File: config.mk
export PLATFORM = sky130hd
export DESIGN_NAME = ultrasonic_ranger_bar
export DESIGN_NICKNAME = d
export VERILOG_FILES = /design/src/rtl/core/urb_pkg.sv /design/src/rtl/core/urb_range.sv /design/src/rtl/core/ultrasonic_ranger_bar.sv
export SDC_FILE = /design/constraint.sdc
export NUM_CORES = 1
export LEC_CHECK = 0
export BUFFER_PORTS_ARGS = -buffer_cell sky130_fd_sc_hd__buf_2
export CORE_UTILIZATION = 48
export CTS_BUF_LIST = sky130_fd_sc_hd__clkbuf_4
export DETAILED_ROUTE_END_ITERATION = 6
export HOLD_SLACK_MARGIN = 0.12
export PLACE_DENSITY_LB_ADDON = 0.08
export SLEW_MARGIN = 20
export SYNTH_ARGS = -nofsm -noshare
export SYNTH_HDL_FRONTEND = slang
export SYNTH_SLANG_ARGS = --single-unit
File: constraint.sdc
create_clock -name clock -period 6.25 [get_ports clock]
set_clock_uncertainty 0.05 [all_clocks]
set_input_delay 0 -clock clock [delete_from_list [all_inputs] [get_ports clock]]
set_output_delay 0 -clock clock [all_outputs]
set_load 0.03 [all_outputs]
File: src/rtl/core/urb_pkg.sv
`default_nettype none

package urb_pkg;

   localparam int unsigned TRIG_W      = 8;
   localparam int unsigned PERIOD_W    = 16;
   localparam int unsigned DIST_W      = 11;
   localparam int unsigned DIGIT_W     = 4;
   localparam int unsigned BAR_W       = 8;
   localparam int unsigned CSR_INDEX_W = 2;
   localparam int unsigned CSR_DATA_W  = 16;

   localparam logic [TRIG_W-1:0]   TRIGGER_TICKS_RESET = 8'd10;
   localparam logic [PERIOD_W-1:0] PERIOD_TICKS_RESET  = 16'd55296;

   localparam logic [DIST_W-1:0] DIST_MAX  = 11'd2047;
   localparam logic [DIST_W-1:0] BAR_LIMIT = 11'd40;

   // floor(x / 10) = (x * 6554) >> 16 for x below 2048
   localparam logic [12:0] DIV10_MUL_WIDE = 13'd6554;
   // floor(x / 10) = (x * 205) >> 11 for x below 1029
   localparam logic [7:0]  DIV10_MUL_NARROW = 8'd205;

   typedef enum logic [CSR_INDEX_W-1:0] {
      CSR_TRIGGER_TICKS = 2'd0,
      CSR_PERIOD_TICKS  = 2'd1
   } csr_index_type;

   typedef struct packed {
      logic trig;
      logic done;
   } tick_ctl_type;

   function automatic logic [BAR_W-1:0] bar_fill(input logic [5:0] cm);
      logic [BAR_W-1:0] pattern;
      case (cm) inside
         [6'd0:6'd4]:   pattern = 8'h01;
         [6'd5:6'd9]:   pattern = 8'h03;
         [6'd10:6'd14]: pattern = 8'h07;
         [6'd15:6'd19]: pattern = 8'h0F;
         [6'd20:6'd24]: pattern = 8'h1F;
         [6'd25:6'd29]: pattern = 8'h3F;
         [6'd30:6'd34]: pattern = 8'h7F;
         [6'd35:6'd39]: pattern = 8'hFF;
         default:       pattern = 8'hFF;
      endcase
      return pattern;
   endfunction

endpackage

`default_nettype wire

File: src/rtl/core/urb_range.sv
`default_nettype none

module urb_range #(
   parameter int unsigned TICKS_PER_CM = 58,
   parameter int unsigned COUNT_WIDTH  = 16
) (
   input  logic                           clock,
   input  logic                           reset,
   input  logic                           in_valid,
   output logic                           in_ready,
   input  urb_pkg::tick_ctl_type          in_ctl,
   input  logic [COUNT_WIDTH-1:0]         in_width,
   output logic                           out_valid,
   input  logic                           out_ready,
   output logic                           out_trigger,
   output logic [urb_pkg::DIST_W-1:0]     out_distance,
   output logic [urb_pkg::DIGIT_W-1:0]    out_tens,
   output logic [urb_pkg::DIGIT_W-1:0]    out_ones,
   output logic [urb_pkg::BAR_W-1:0]      out_bar,
   output logic                           out_done
);

   localparam int unsigned DIV_SHIFT = COUNT_WIDTH + $clog2(TICKS_PER_CM);
   localparam int unsigned RECIP_W   = COUNT_WIDTH + 2;
   localparam int unsigned PROD_W    = COUNT_WIDTH + RECIP_W;
   localparam logic [RECIP_W-1:0] RECIP = RECIP_W'(
      ((64'd1 << DIV_SHIFT) + 64'(TICKS_PER_CM) - 64'd1) / 64'(TICKS_PER_CM));

   logic                            s2_en;
   logic                            s3_en;
   logic                            s4_en;

   logic                            s2_valid_ff;
   urb_pkg::tick_ctl_type           s2_ctl_ff;
   logic [PROD_W-1:0]               s2_prod_ff;
   logic [PROD_W-1:0]               s2_prod_in;

   logic                            s3_valid_ff;
   urb_pkg::tick_ctl_type           s3_ctl_ff;
   logic [urb_pkg::DIST_W-1:0]      s3_dist_ff;
   logic [7:0]                      s3_decade_ff;
   logic [PROD_W-1:0]               quot_wide;
   logic [urb_pkg::DIST_W-1:0]      s3_dist_in;
   logic [23:0]                     decade_prod;

   logic [15:0]                     hund_prod;
   logic [7:0]                      hund_x10;
   logic [7:0]                      tens_full;
   logic [urb_pkg::DIST_W-1:0]      decade_x10;
   logic [urb_pkg::DIST_W-1:0]      ones_full;

   logic                            out_valid_ff;
   logic                            out_trigger_ff;
   logic                            out_done_ff;
   logic [urb_pkg::DIST_W-1:0]      dist_ff;
   logic [urb_pkg::DIGIT_W-1:0]     tens_ff;
   logic [urb_pkg::DIGIT_W-1:0]     ones_ff;
   logic [urb_pkg::BAR_W-1:0]       bar_ff;

   assign s4_en    = !out_valid_ff || out_ready;
   assign s3_en    = !s3_valid_ff || s4_en;
   assign s2_en    = !s2_valid_ff || s3_en;
   assign in_ready = s2_en;

   // width / TICKS_PER_CM by reciprocal
   assign s2_prod_in = PROD_W'(in_width) * PROD_W'(RECIP);

   always_ff @(posedge clock) begin
      if (reset) begin
         s2_valid_ff <= 1'b0;
      end else if (s2_en) begin
         s2_valid_ff <= in_valid;
      end
   end

   always_ff @(posedge clock) begin
      if (s2_en) begin
         s2_ctl_ff  <= in_ctl;
         s2_prod_ff <= s2_prod_in;
      end
   end

   assign quot_wide  = s2_prod_ff >> DIV_SHIFT;
   assign s3_dist_in = (quot_wide > PROD_W'(urb_pkg::DIST_MAX)) ?
                       urb_pkg::DIST_MAX : quot_wide[urb_pkg::DIST_W-1:0];
   assign decade_prod = 24'(s3_dist_in) * 24'(urb_pkg::DIV10_MUL_WIDE);

   always_ff @(posedge clock) begin
      if (reset) begin
         s3_valid_ff <= 1'b0;
      end else if (s3_en) begin
         s3_valid_ff <= s2_valid_ff;
      end
   end

   always_ff @(posedge clock) begin
      if (s3_en) begin
         s3_ctl_ff    <= s2_ctl_ff;
         s3_dist_ff   <= s3_dist_in;
         s3_decade_ff <= decade_prod[23:16];
      end
   end

   assign hund_prod  = 16'(s3_decade_ff) * 16'(urb_pkg::DIV10_MUL_NARROW);
   assign hund_x10   = 8'(hund_prod[15:11]) * 8'd10;
   assign tens_full  = s3_decade_ff - hund_x10;
   assign decade_x10 = urb_pkg::DIST_W'(s3_decade_ff) * 11'd10;
   assign ones_full  = s3_dist_ff - decade_x10;

   always_ff @(posedge clock) begin
      if (reset) begin
         out_valid_ff   <= 1'b0;
         out_trigger_ff <= 1'b0;
         out_done_ff    <= 1'b0;
         dist_ff        <= '0;
         tens_ff        <= '0;
         ones_ff        <= '0;
         bar_ff         <= '0;
      end else if (s4_en) begin
         out_valid_ff   <= s3_valid_ff;
         out_trigger_ff <= s3_ctl_ff.trig;
         out_done_ff    <= s3_ctl_ff.done;
         if (s3_valid_ff && s3_ctl_ff.done) begin
            dist_ff <= s3_dist_ff;
            tens_ff <= tens_full[urb_pkg::DIGIT_W-1:0];
            ones_ff <= ones_full[urb_pkg::DIGIT_W-1:0];
            if (s3_dist_ff < urb_pkg::BAR_LIMIT) begin
               bar_ff <= urb_pkg::bar_fill(s3_dist_ff[5:0]);
            end
         end
      end
   end

   assign out_valid    = out_valid_ff;
   assign out_trigger  = out_trigger_ff;
   assign out_done     = out_done_ff;
   assign out_distance = dist_ff;
   assign out_tens     = tens_ff;
   assign out_ones     = ones_ff;
   assign out_bar      = bar_ff;

`ifndef NO_ASSERTIONS
   assert property (@(posedge clock) disable iff (reset)
      out_valid |-> (out_tens <= 4'd9) && (out_ones <= 4'd9))
      else $error("digit out of range");

   assert property (@(posedge clock) disable iff (reset)
      out_valid |-> ((out_bar + 8'd1) & out_bar) == 8'd0)
      else $error("bar is not a thermometer code");

   assert property (@(posedge clock) disable iff (reset)
      s3_valid_ff |-> s3_decade_ff <= 8'd204)
      else $error("decade quotient out of range");
`endif

endmodule

`default_nettype wire

File: src/rtl/core/ultrasonic_ranger_bar.sv
`default_nettype none
// Datapath: each accepted echo word passes the input, divide, digit and result
// registers in order. Throughput: one word per cycle unless rsp_ready stalls the
// output; these registers each hold one word and advance independently.
// Reset clears the period counter, echo tracking, width counter, distance,
// digits and bar, and loads trigger_ticks = 10 and period_ticks = 55296.

module ultrasonic_ranger_bar #(
   parameter int unsigned TICKS_PER_CM = 58,
   parameter int unsigned COUNT_WIDTH  = 16
) (
   input  logic                                clock,
   input  logic                                reset,
   input  logic                                req_valid,
   output logic                                req_ready,
   input  logic                                req_echo_level,
   output logic                                rsp_valid,
   input  logic                                rsp_ready,
   output logic                                rsp_trigger_out,
   output logic [urb_pkg::DIST_W-1:0]          rsp_distance_cm,
   output logic [urb_pkg::DIGIT_W-1:0]         rsp_tens_digit,
   output logic [urb_pkg::DIGIT_W-1:0]         rsp_ones_digit,
   output logic [urb_pkg::BAR_W-1:0]           rsp_bar_pattern,
   output logic                                rsp_measure_done,
   input  logic                                csr_valid,
   output logic                                csr_ready,
   input  logic [urb_pkg::CSR_INDEX_W-1:0]     csr_index,
   input  logic [urb_pkg::CSR_DATA_W-1:0]      csr_wdata
);

   logic [urb_pkg::TRIG_W-1:0]     trigger_ticks_ff;
   logic [urb_pkg::PERIOD_W-1:0]   period_ticks_ff;

   logic [urb_pkg::PERIOD_W-1:0]   period_count_ff;
   logic [urb_pkg::PERIOD_W-1:0]   period_count_in;
   logic [urb_pkg::PERIOD_W:0]     count_inc;
   logic                           echo_prev_ff;
   logic                           echo_active_ff;
   logic                           echo_active_in;
   logic [COUNT_WIDTH-1:0]         width_count_ff;
   logic [COUNT_WIDTH-1:0]         width_count_in;

   logic                           req_fire;
   logic                           s1_en;
   logic                           range_ready;
   logic                           s1_valid_ff;
   urb_pkg::tick_ctl_type          s1_ctl_ff;
   urb_pkg::tick_ctl_type          s1_ctl_in;
   logic [COUNT_WIDTH-1:0]         s1_width_ff;

   assign csr_ready = 1'b1;

   always_ff @(posedge clock) begin
      if (reset) begin
         trigger_ticks_ff <= urb_pkg::TRIGGER_TICKS_RESET;
         period_ticks_ff  <= urb_pkg::PERIOD_TICKS_RESET;
      end else if (csr_valid && csr_ready) begin
         case (urb_pkg::csr_index_type'(csr_index))
            urb_pkg::CSR_TRIGGER_TICKS: begin
               trigger_ticks_ff <= csr_wdata[urb_pkg::TRIG_W-1:0];
            end
            urb_pkg::CSR_PERIOD_TICKS: begin
               period_ticks_ff <= csr_wdata[urb_pkg::PERIOD_W-1:0];
            end
            default: begin
            end
         endcase
      end
   end

   assign s1_en     = !s1_valid_ff || range_ready;
   assign req_ready = s1_en;
   assign req_fire  = req_valid && req_ready;

   assign count_inc       = {1'b0, period_count_ff} + 17'd1;
   assign period_count_in = (count_inc >= {1'b0, period_ticks_ff}) ?
                            '0 : count_inc[urb_pkg::PERIOD_W-1:0];

   always_comb begin
      width_count_in = width_count_ff;
      echo_active_in = echo_active_ff;
      s1_ctl_in.trig = (period_count_ff < urb_pkg::PERIOD_W'(trigger_ticks_ff));
      s1_ctl_in.done = 1'b0;
      if (req_echo_level && !echo_prev_ff) begin
         width_count_in = COUNT_WIDTH'(1);
         echo_active_in = 1'b1;
      end else if (req_echo_level && echo_active_ff) begin
         if (width_count_ff != '1) begin
            width_count_in = width_count_ff + COUNT_WIDTH'(1);
         end
      end else if (!req_echo_level && echo_prev_ff && echo_active_ff) begin
         echo_active_in = 1'b0;
         s1_ctl_in.done = 1'b1;
      end
   end

   always_ff @(posedge clock) begin
      if (reset) begin
         period_count_ff <= '0;
         echo_prev_ff    <= 1'b0;
         echo_active_ff  <= 1'b0;
         width_count_ff  <= '0;
      end else if (req_fire) begin
         period_count_ff <= period_count_in;
         echo_prev_ff    <= req_echo_level;
         echo_active_ff  <= echo_active_in;
         width_count_ff  <= width_count_in;
      end
   end

   always_ff @(posedge clock) begin
      if (reset) begin
         s1_valid_ff <= 1'b0;
      end else if (s1_en) begin
         s1_valid_ff <= req_valid;
      end
   end

   always_ff @(posedge clock) begin
      if (s1_en) begin
         s1_ctl_ff   <= s1_ctl_in;
         s1_width_ff <= width_count_ff;
      end
   end

   urb_range #(
      .TICKS_PER_CM (TICKS_PER_CM),
      .COUNT_WIDTH  (COUNT_WIDTH)
   ) u_range (
      .clock        (clock),
      .reset        (reset),
      .in_valid     (s1_valid_ff),
      .in_ready     (range_ready),
      .in_ctl       (s1_ctl_ff),
      .in_width     (s1_width_ff),
      .out_valid    (rsp_valid),
      .out_ready    (rsp_ready),
      .out_trigger  (rsp_trigger_out),
      .out_distance (rsp_distance_cm),
      .out_tens     (rsp_tens_digit),
      .out_ones     (rsp_ones_digit),
      .out_bar      (rsp_bar_pattern),
      .out_done     (rsp_measure_done)
   );

`ifndef NO_ASSERTIONS
   assert property (@(posedge clock) disable iff (reset)
      echo_active_ff |-> echo_prev_ff)
      else $error("pulse tracked while echo low");

   assert property (@(posedge clock) disable iff (reset)
      echo_active_ff |-> width_count_ff != '0)
      else $error("active pulse with empty width");

   assert property (@(posedge clock) disable iff (reset)
      !req_ready |-> rsp_valid && !rsp_ready)
      else $error("input stalled without output back-pressure");
`endif

endmodule

`default_nettype wire
Yosys cells after proc, flatten, opt, wreduce, memory -nomap -nowiden
Index checks and enable logic that the tools add are counted.
{"block": "op_classes", "addsub": 4, "multipliers": 5, "order_cmp": 18, "n_eq_ne": 3, "mux": 16, "n_reduce_logical": 34}
{"op": "2-to-1 mux 16 bit", "count": 4}
{"op": "2-to-1 mux 8 bit", "count": 7}
{"op": "multiplier 16 x 15 -> 31 bit (second input constant)", "count": 1}
{"op": "multiplier 11 x 12 -> 23 bit (second input constant)", "count": 1}
{"op": ">= comparator 6 x 5 -> 1 bit (second input constant)", "count": 3}
{"op": "<= comparator 6 x 5 -> 1 bit (second input constant)", "count": 3}
{"op": "adder 16 x 1 -> 17 bit (second input constant)", "count": 1}
{"op": ">= comparator 17 x 16 -> 1 bit", "count": 1}
{"op": "adder 16 x 1 -> 16 bit (second input constant)", "count": 1}
{"op": "less-than comparator 16 x 8 -> 1 bit", "count": 1}
{"op": "multiplier 8 x 8 -> 16 bit (second input constant)", "count": 1}
{"op": "inequality test 16 bit (second input constant)", "count": 1}
{"op": "logical AND 1 bit", "count": 13}
{"op": ">= comparator 6 x 4 -> 1 bit (second input constant)", "count": 2}
{"op": "<= comparator 6 x 4 -> 1 bit (second input constant)", "count": 2}
{"op": "> comparator 11 bit (second input constant)", "count": 1}
{"op": "less-than comparator 11 x 6 -> 1 bit (second input constant)", "count": 1}
{"op": "2-to-1 mux 11 bit", "count": 1}
{"op": "AND reduction 3 bit", "count": 3}
{"op": "multiplier 8 x 3 -> 3 bit (second input constant)", "count": 1}
{"op": "subtractor 4 bit", "count": 2}
{"op": ">= comparator 6 x 1 -> 1 bit (second input constant)", "count": 1}
{"op": ">= comparator 6 x 3 -> 1 bit (second input constant)", "count": 1}
{"op": "<= comparator 6 x 3 -> 1 bit (second input constant)", "count": 1}
{"op": "11 further kinds", "count": 26}
{"block": "word_totals", "reg_bits": 163}

Logic depth before layout (Yosys ltp)
{"block": "depth", "word_depth": 9, "mapped_depth": 20, "depth_no_buf": 20}

Cells and area by module
A second synthesis with hierarchy kept.
{"block": "unflattened", "cells_unflattened": 1383, "hier_area_um2": 13367.8}
{"mod": "urb_range", "instances": 1, "cells_per_inst": 972, "area_per_inst_um2": 9611.7, "seq_area_each_um2": 1641.6}
{"mod": "ultrasonic_ranger_bar", "instances": 1, "cells_per_inst": 411, "area_per_inst_um2": 3756.1, "seq_area_each_um2": 1721.7}

Worst setup path after synthesis
Ideal clock, no wire load.
{"block": "synth_path", "path_kind": "register to register", "from": "register s1_width_ff[10]", "to": "register u_range.s2_prod_ff[32] (data pin)", "setup_time_ns": 0.180, "arrival_time_ns": 5.082, "t_required_ns": 6.020, "setup_slack_ns": 0.938, "stages_incl_launch_ff": 18, "cell_sequence": "edfxtp_1 fa_1 inv_1 fa_1 inv_1 fa_1 inv_1 fa_1 inv_1 fa_1 fa_1 ha_1 nand4_1 a211oi_1 a2bb2oi_1 a211oi_2 or4_1 o311ai_1"}
{"block": "synth_between", "elab_chain_len": 1}
{"item": "start: declaration", "line_no": "ultrasonic_ranger_bar.sv:49", "source": "logic [COUNT_WIDTH-1:0] s1_width_ff;"}
{"item": "start signal: assignment", "line_no": "ultrasonic_ranger_bar.sv:122", "source": "s1_width_ff <= width_count_ff;"}
{"item": "multiplier 16 x 15 -> 31 bit", "line_no": "urb_range.sv:66", "source": "assign s2_prod_in = PROD_W'(in_width) * PROD_W'(RECIP);"}
{"item": "net u_range.s2_prod_in[32]", "line_no": "urb_range.sv:36", "source": "logic [PROD_W-1:0] s2_prod_in;"}
{"item": "end signal: assignment", "line_no": "urb_range.sv:79", "source": "s2_prod_ff <= s2_prod_in;"}
{"item": "end: declaration", "line_no": "urb_range.sv:35", "source": "logic [PROD_W-1:0] s2_prod_ff;"}
The timed path passes the listed nets, and every way through them passes these cells.
A chain may end at the register's enable or synchronous reset.

Worst setup path after layout
{"block": "layout_path", "from": "register s1_width_ff[11]", "to": "register u_range.s2_prod_ff[32] (data pin)"}
The elaborated chain is that of the path after synthesis.

==> results.py <==
metrics = {
    "run_status": {
        "status": "finished clean",
    },
    "logic_synthesis": {
        "synth_area_sq_mm": 0.0137,
        "postSynth.asyncResetShare": 0,
        "netlist_top_cells_area": "sky130_fd_sc_hd__ha_1 22%, sky130_fd_sc_hd__fa_1 19%, sky130_fd_sc_hd__dfxtp_1 13%",
        "ys_seq_area_frac": 0.246,
        "ys.warnings.count": 0,
        "yosysTopAreaCellShare": 0.225,
        "synthesis.instances": 1432,
        "synth_cell_types": 73,
        "postSynthAreaPerCell_sq_um": 9.53,
        "synth_edf_count": 52,
        "seq_cells_post_synth": 142,
        "synth_fp_nets": 1831,
        "synth_area_leader_cell": "sky130_fd_sc_hd__ha_1",
        "ys_dominant_reg_cell": "sky130_fd_sc_hd__dfxtp_1",
    },
    "sta": {
        "min_period_over_period": 0.923,
        "finalHoldViolCount": 0,
        "setup_viol_count_final": 0,
        "final.min_clock_period_ps": 5770,
        "maxSlewHeadroom": 0.325,
        "pin_slew_with_the_least_headroom_to_its_limit_ps": 1010,
        "rsz_0062_raised_after_global_routing": "false",
        "max_freq_ghz": 0.173,
        "timing.final.max_slew_violations": 0,
        "fin_tns_setup_ps": 0,
    },
    "die": {
        "initial_core_util": 0.490,
        "die-width_microns": 171,
        "die_height_microns": 171,
        "i_o_pin_total": 56,
        "core-area_sq_mm": 0.0279,
        "std_cell_rows": 61,
        "fp.dieArea_sq_mm": 0.0291,
    },
    "placement": {
        "globalplace.congestion": 0.843,
        "numPortBuffers": 54,
        "hpwlAfterDp_microns": 23500,
        "placed_cells": 1827,
    },
    "worst_setup_path": {
        "timing.critical_path.arrival_ps": 6100,
        "worstSetupStartpointType": "flop",
        "highest_net_fanout_along_the_worst_path": 7,
        "criticalPathCategory": "reg -> reg",
        "cp_endpoint_kind": "flop",
        "critical_path_rt_ps": 6580,
        "worstRegToRegCells": 17,
    },
    "run": {
        "drv.max_cap_violation_count": 0,
    },
    "clocking": {
        "insertion_delay_ps": 570,
        "clk_path_buf_depth": 2,
        "cts_buffers": 17,
        "tritoncts": "done",
        "master_cell_of_the_clock_root_buffer": "sky130_fd_sc_hd__clkbuf_4",
        "numClockSinks": 142,
        "cts.repair.resized": 0,
        "cts_htree_levels": 4,
        "cts.reportedPaths.clkPinSlew_ps": 140,
    },
    "detailed_routing": {
        "final_antenna_net_count": 0,
        "detailroute.via_count": 9650,
        "detail_route.first_pass.iterations": 5,
        "drt_first_iter_violations": 442,
        "totalWireLength_microns": 28700,
        "detail_route.wl_per_cell_microns": 15.1,
        "drc_viols": 0,
        "viasPerCell": 5.09,
    },
    "grt": {
        "grt_first_pass_wirelength_microns": 48200,
        "antenna_found_initial": 1,
        "first_global_vias": 9621,
        "grt_remaining_overflow": 0,
        "grt_max_degree": 66,
        "groute.usage.overall": 0.213,
    },
    "worst_hold_path": {
        "timing.hold.worst_path_depth": 4,
        "kind_of_path_behind_the_tightest_hold_check": "in -> reg",
    },
    "finish": {
        "layout-drive-gt1-share": 0.0672,
        "stdcell_count": 1897,
        "area_delta_synth_final_pct": 9.35,
        "nNetsFinal": 1904,
        "utilization": 0.536,
        "nFillCells": 2575,
    },
    "power_and_ir_drop": {
        "max-vdd-ir-drop_v": 0.000101,
        "total_leakage_power_nw": 7.94,
        "ratio_of_total_power_to_cell_area_mw_per_mm2": 115,
    },
}
report_power, final:
group          switching (mW)  internal, mW  total, mW
Sequential            0.00925         0.963      0.972
Combinational          0.0579        0.0472      0.105
Clock                   0.383         0.253      0.637
sequential cells by signal, indices dropped and copies added (netlist names), 2 cells and up:
| name | flops |
|---|---|
| period_count_ff | 16 |
| period_ticks_ff | 16 |
| s1_width_ff | 16 |
| width_count_ff | 16 |
| u_range.s2_prod_ff | 11 |
| u_range.s3_dist_ff | 11 |
| u_range.out_distance | 10 |
| trigger_ticks_ff | 8 |
| u_range.out_bar | 8 |
| u_range.s3_decade_ff | 8 |
| u_range.out_ones | 4 |
| u_range.out_tens | 4 |
| s1_ctl_ff | 2 |
| u_range.s2_ctl_ff | 2 |
| u_range.s3_ctl_ff | 2 |
placed cells by master, fill, tap and decap left out, drive strengths merged, types with 4 or more instances in the layout:
master and n:
inv 313, ha 245, fa 130, nand2 103, dfxtp 90, a21oi 89, nor2 73, buf 58
edfxtp 52, dlygate4sd3 37, nand3 30, nand4 27, o21ai 26, xnor2 25, xor2 25, and3 22
clkbuf 17, nor3 15, a211oi 11, a21o 9, a211o 9, nor2b 8, o211ai 8, a31oi 7
o21a 5, o21bai 5, or3 5, nand2b 5, mux2i 5, and2 4, and4 4, nor3b 4
o311ai 4
timing repair:
| action | 4_1_cts | 5_1_grt |
|---|---|---|
| hold buffers | 37 | 0 |
| buffers inserted | 0 | 0 |
| endpoints found under the hold margin | 90 | 0 |
final cells by class:
| class | instances | area [sq um] | share of cell area |
|---|---|---|---|
| Tap cell | 378 | 473 | 0.0317 |
| Clock inverter | 15 | 174 | 0.0117 |
| Antenna cell | 1 | 2.50 | 0.000168 |
| Clock buffer | 17 | 128 | 0.00855 |
| Inverter | 303 | 1140 | 0.0762 |
| Sequential cell | 142 | 3360 | 0.225 |
| Timing Repair Buffer | 95 | 671 | 0.0449 |
| Multi-Input combinational cell | 946 | 8980 | 0.602 |
final timing paths:
kind,from,to,slack [ps]
worst max-delay path,s1_width_ff[11]$_DFFE_PN_,u_range.s2_prod_ff[32]$_DFFE_PP_,480
worst min-delay path,csr_wdata[7],period_ticks_ff[7]$_SDFFE_PP0P_,180
worst max register to register,s1_width_ff[11]$_DFFE_PN_,u_range.s2_prod_ff[32]$_DFFE_PP_,480
worst min register to register,u_range.s2_ctl_ff[0]$_DFFE_PP_,u_range.s3_ctl_ff[0]$_DFFE_PP_,370
worst max-delay path, stage by stage, from the launching register on:
cell and delay [ps]:
sky130_fd_sc_hd__edfxtp_1 580, sky130_fd_sc_hd__fa_1 570, sky130_fd_sc_hd__inv_1 50, sky130_fd_sc_hd__fa_1 490
sky130_fd_sc_hd__inv_1 60, sky130_fd_sc_hd__fa_1 500, sky130_fd_sc_hd__inv_1 50, sky130_fd_sc_hd__fa_1 480
sky130_fd_sc_hd__inv_1 60, sky130_fd_sc_hd__fa_1 500, sky130_fd_sc_hd__fa_1 500, sky130_fd_sc_hd__ha_1 330
sky130_fd_sc_hd__nand4_1 130, sky130_fd_sc_hd__a211oi_1 60, sky130_fd_sc_hd__a2bb2oi_1 350, sky130_fd_sc_hd__a211oi_2 220
sky130_fd_sc_hd__or4_1 540, sky130_fd_sc_hd__o311ai_1 90
cell families after synthesis:
| group | count (synthesis) | share of synthesized area |
|---|---|---|
| compound gates | 197 | 0.0933 |
| xor+xnor | 50 | 0.0321 |
| fa+ha+maj | 375 | 0.415 |
| buf+inv | 344 | 0.0962 |
| flops | 142 | 0.246 |
| mux | 5 | 0.00367 |
| other cells | 1 | 0.000275 |
| simple gates | 318 | 0.113 |
Yosys cell counts, drive strengths merged, types with 3 or more instances:
cell type / instances
nor2b: 8
nor3: 15
mux2i: 5
and4: 4
clkbuf: 34
nor3b: 4
buf: 7
a211oi: 11
nand3: 30
xnor2: 25
or3: 5
inv: 303
or4: 3
nand4: 27
nand2: 103
a31oi: 7
a21oi: 89
and2: 4
nand3b: 3
o21a: 5
ha: 245
o211ai: 8
o31ai: 3
and3: 22
a21o: 9
dfxtp: 90
or2: 3
xor2: 25
a211o: 9
nor2: 73
o21ai: 26
edfxtp: 52
nand2b: 5
o21bai: 5
o311ai: 4
fa: 130
nor4: 3
layer usage:
metal  share of wire  up-vias  global-route usage
met5               0        -                   0
met4           0.017        0              0.0635
met3           0.020       31              0.0289
met2            0.46      125               0.338
met1            0.50     4606               0.301
li1                -     4888                   -
stage by stage:
step | setup WS (ps) | hold slack (ps) | cell area [sq um] | total power [mW]
6_report | 481 | 185 | 14900 | 1.71
5_1_grt | 114 | 153 | 14900 | 1.79
4_1_cts | 459 | 129 | 14900 | 1.74
3_5_place_dp | 554 | 162 | 14300 | 1.08
3_3_place_gp | 521 | 156 | 14300 | 1.08
2_1_floorplan | 938 | 67.8 | 13700 | 1.05
Note: power is estimated with default switching activity, not from simulation.
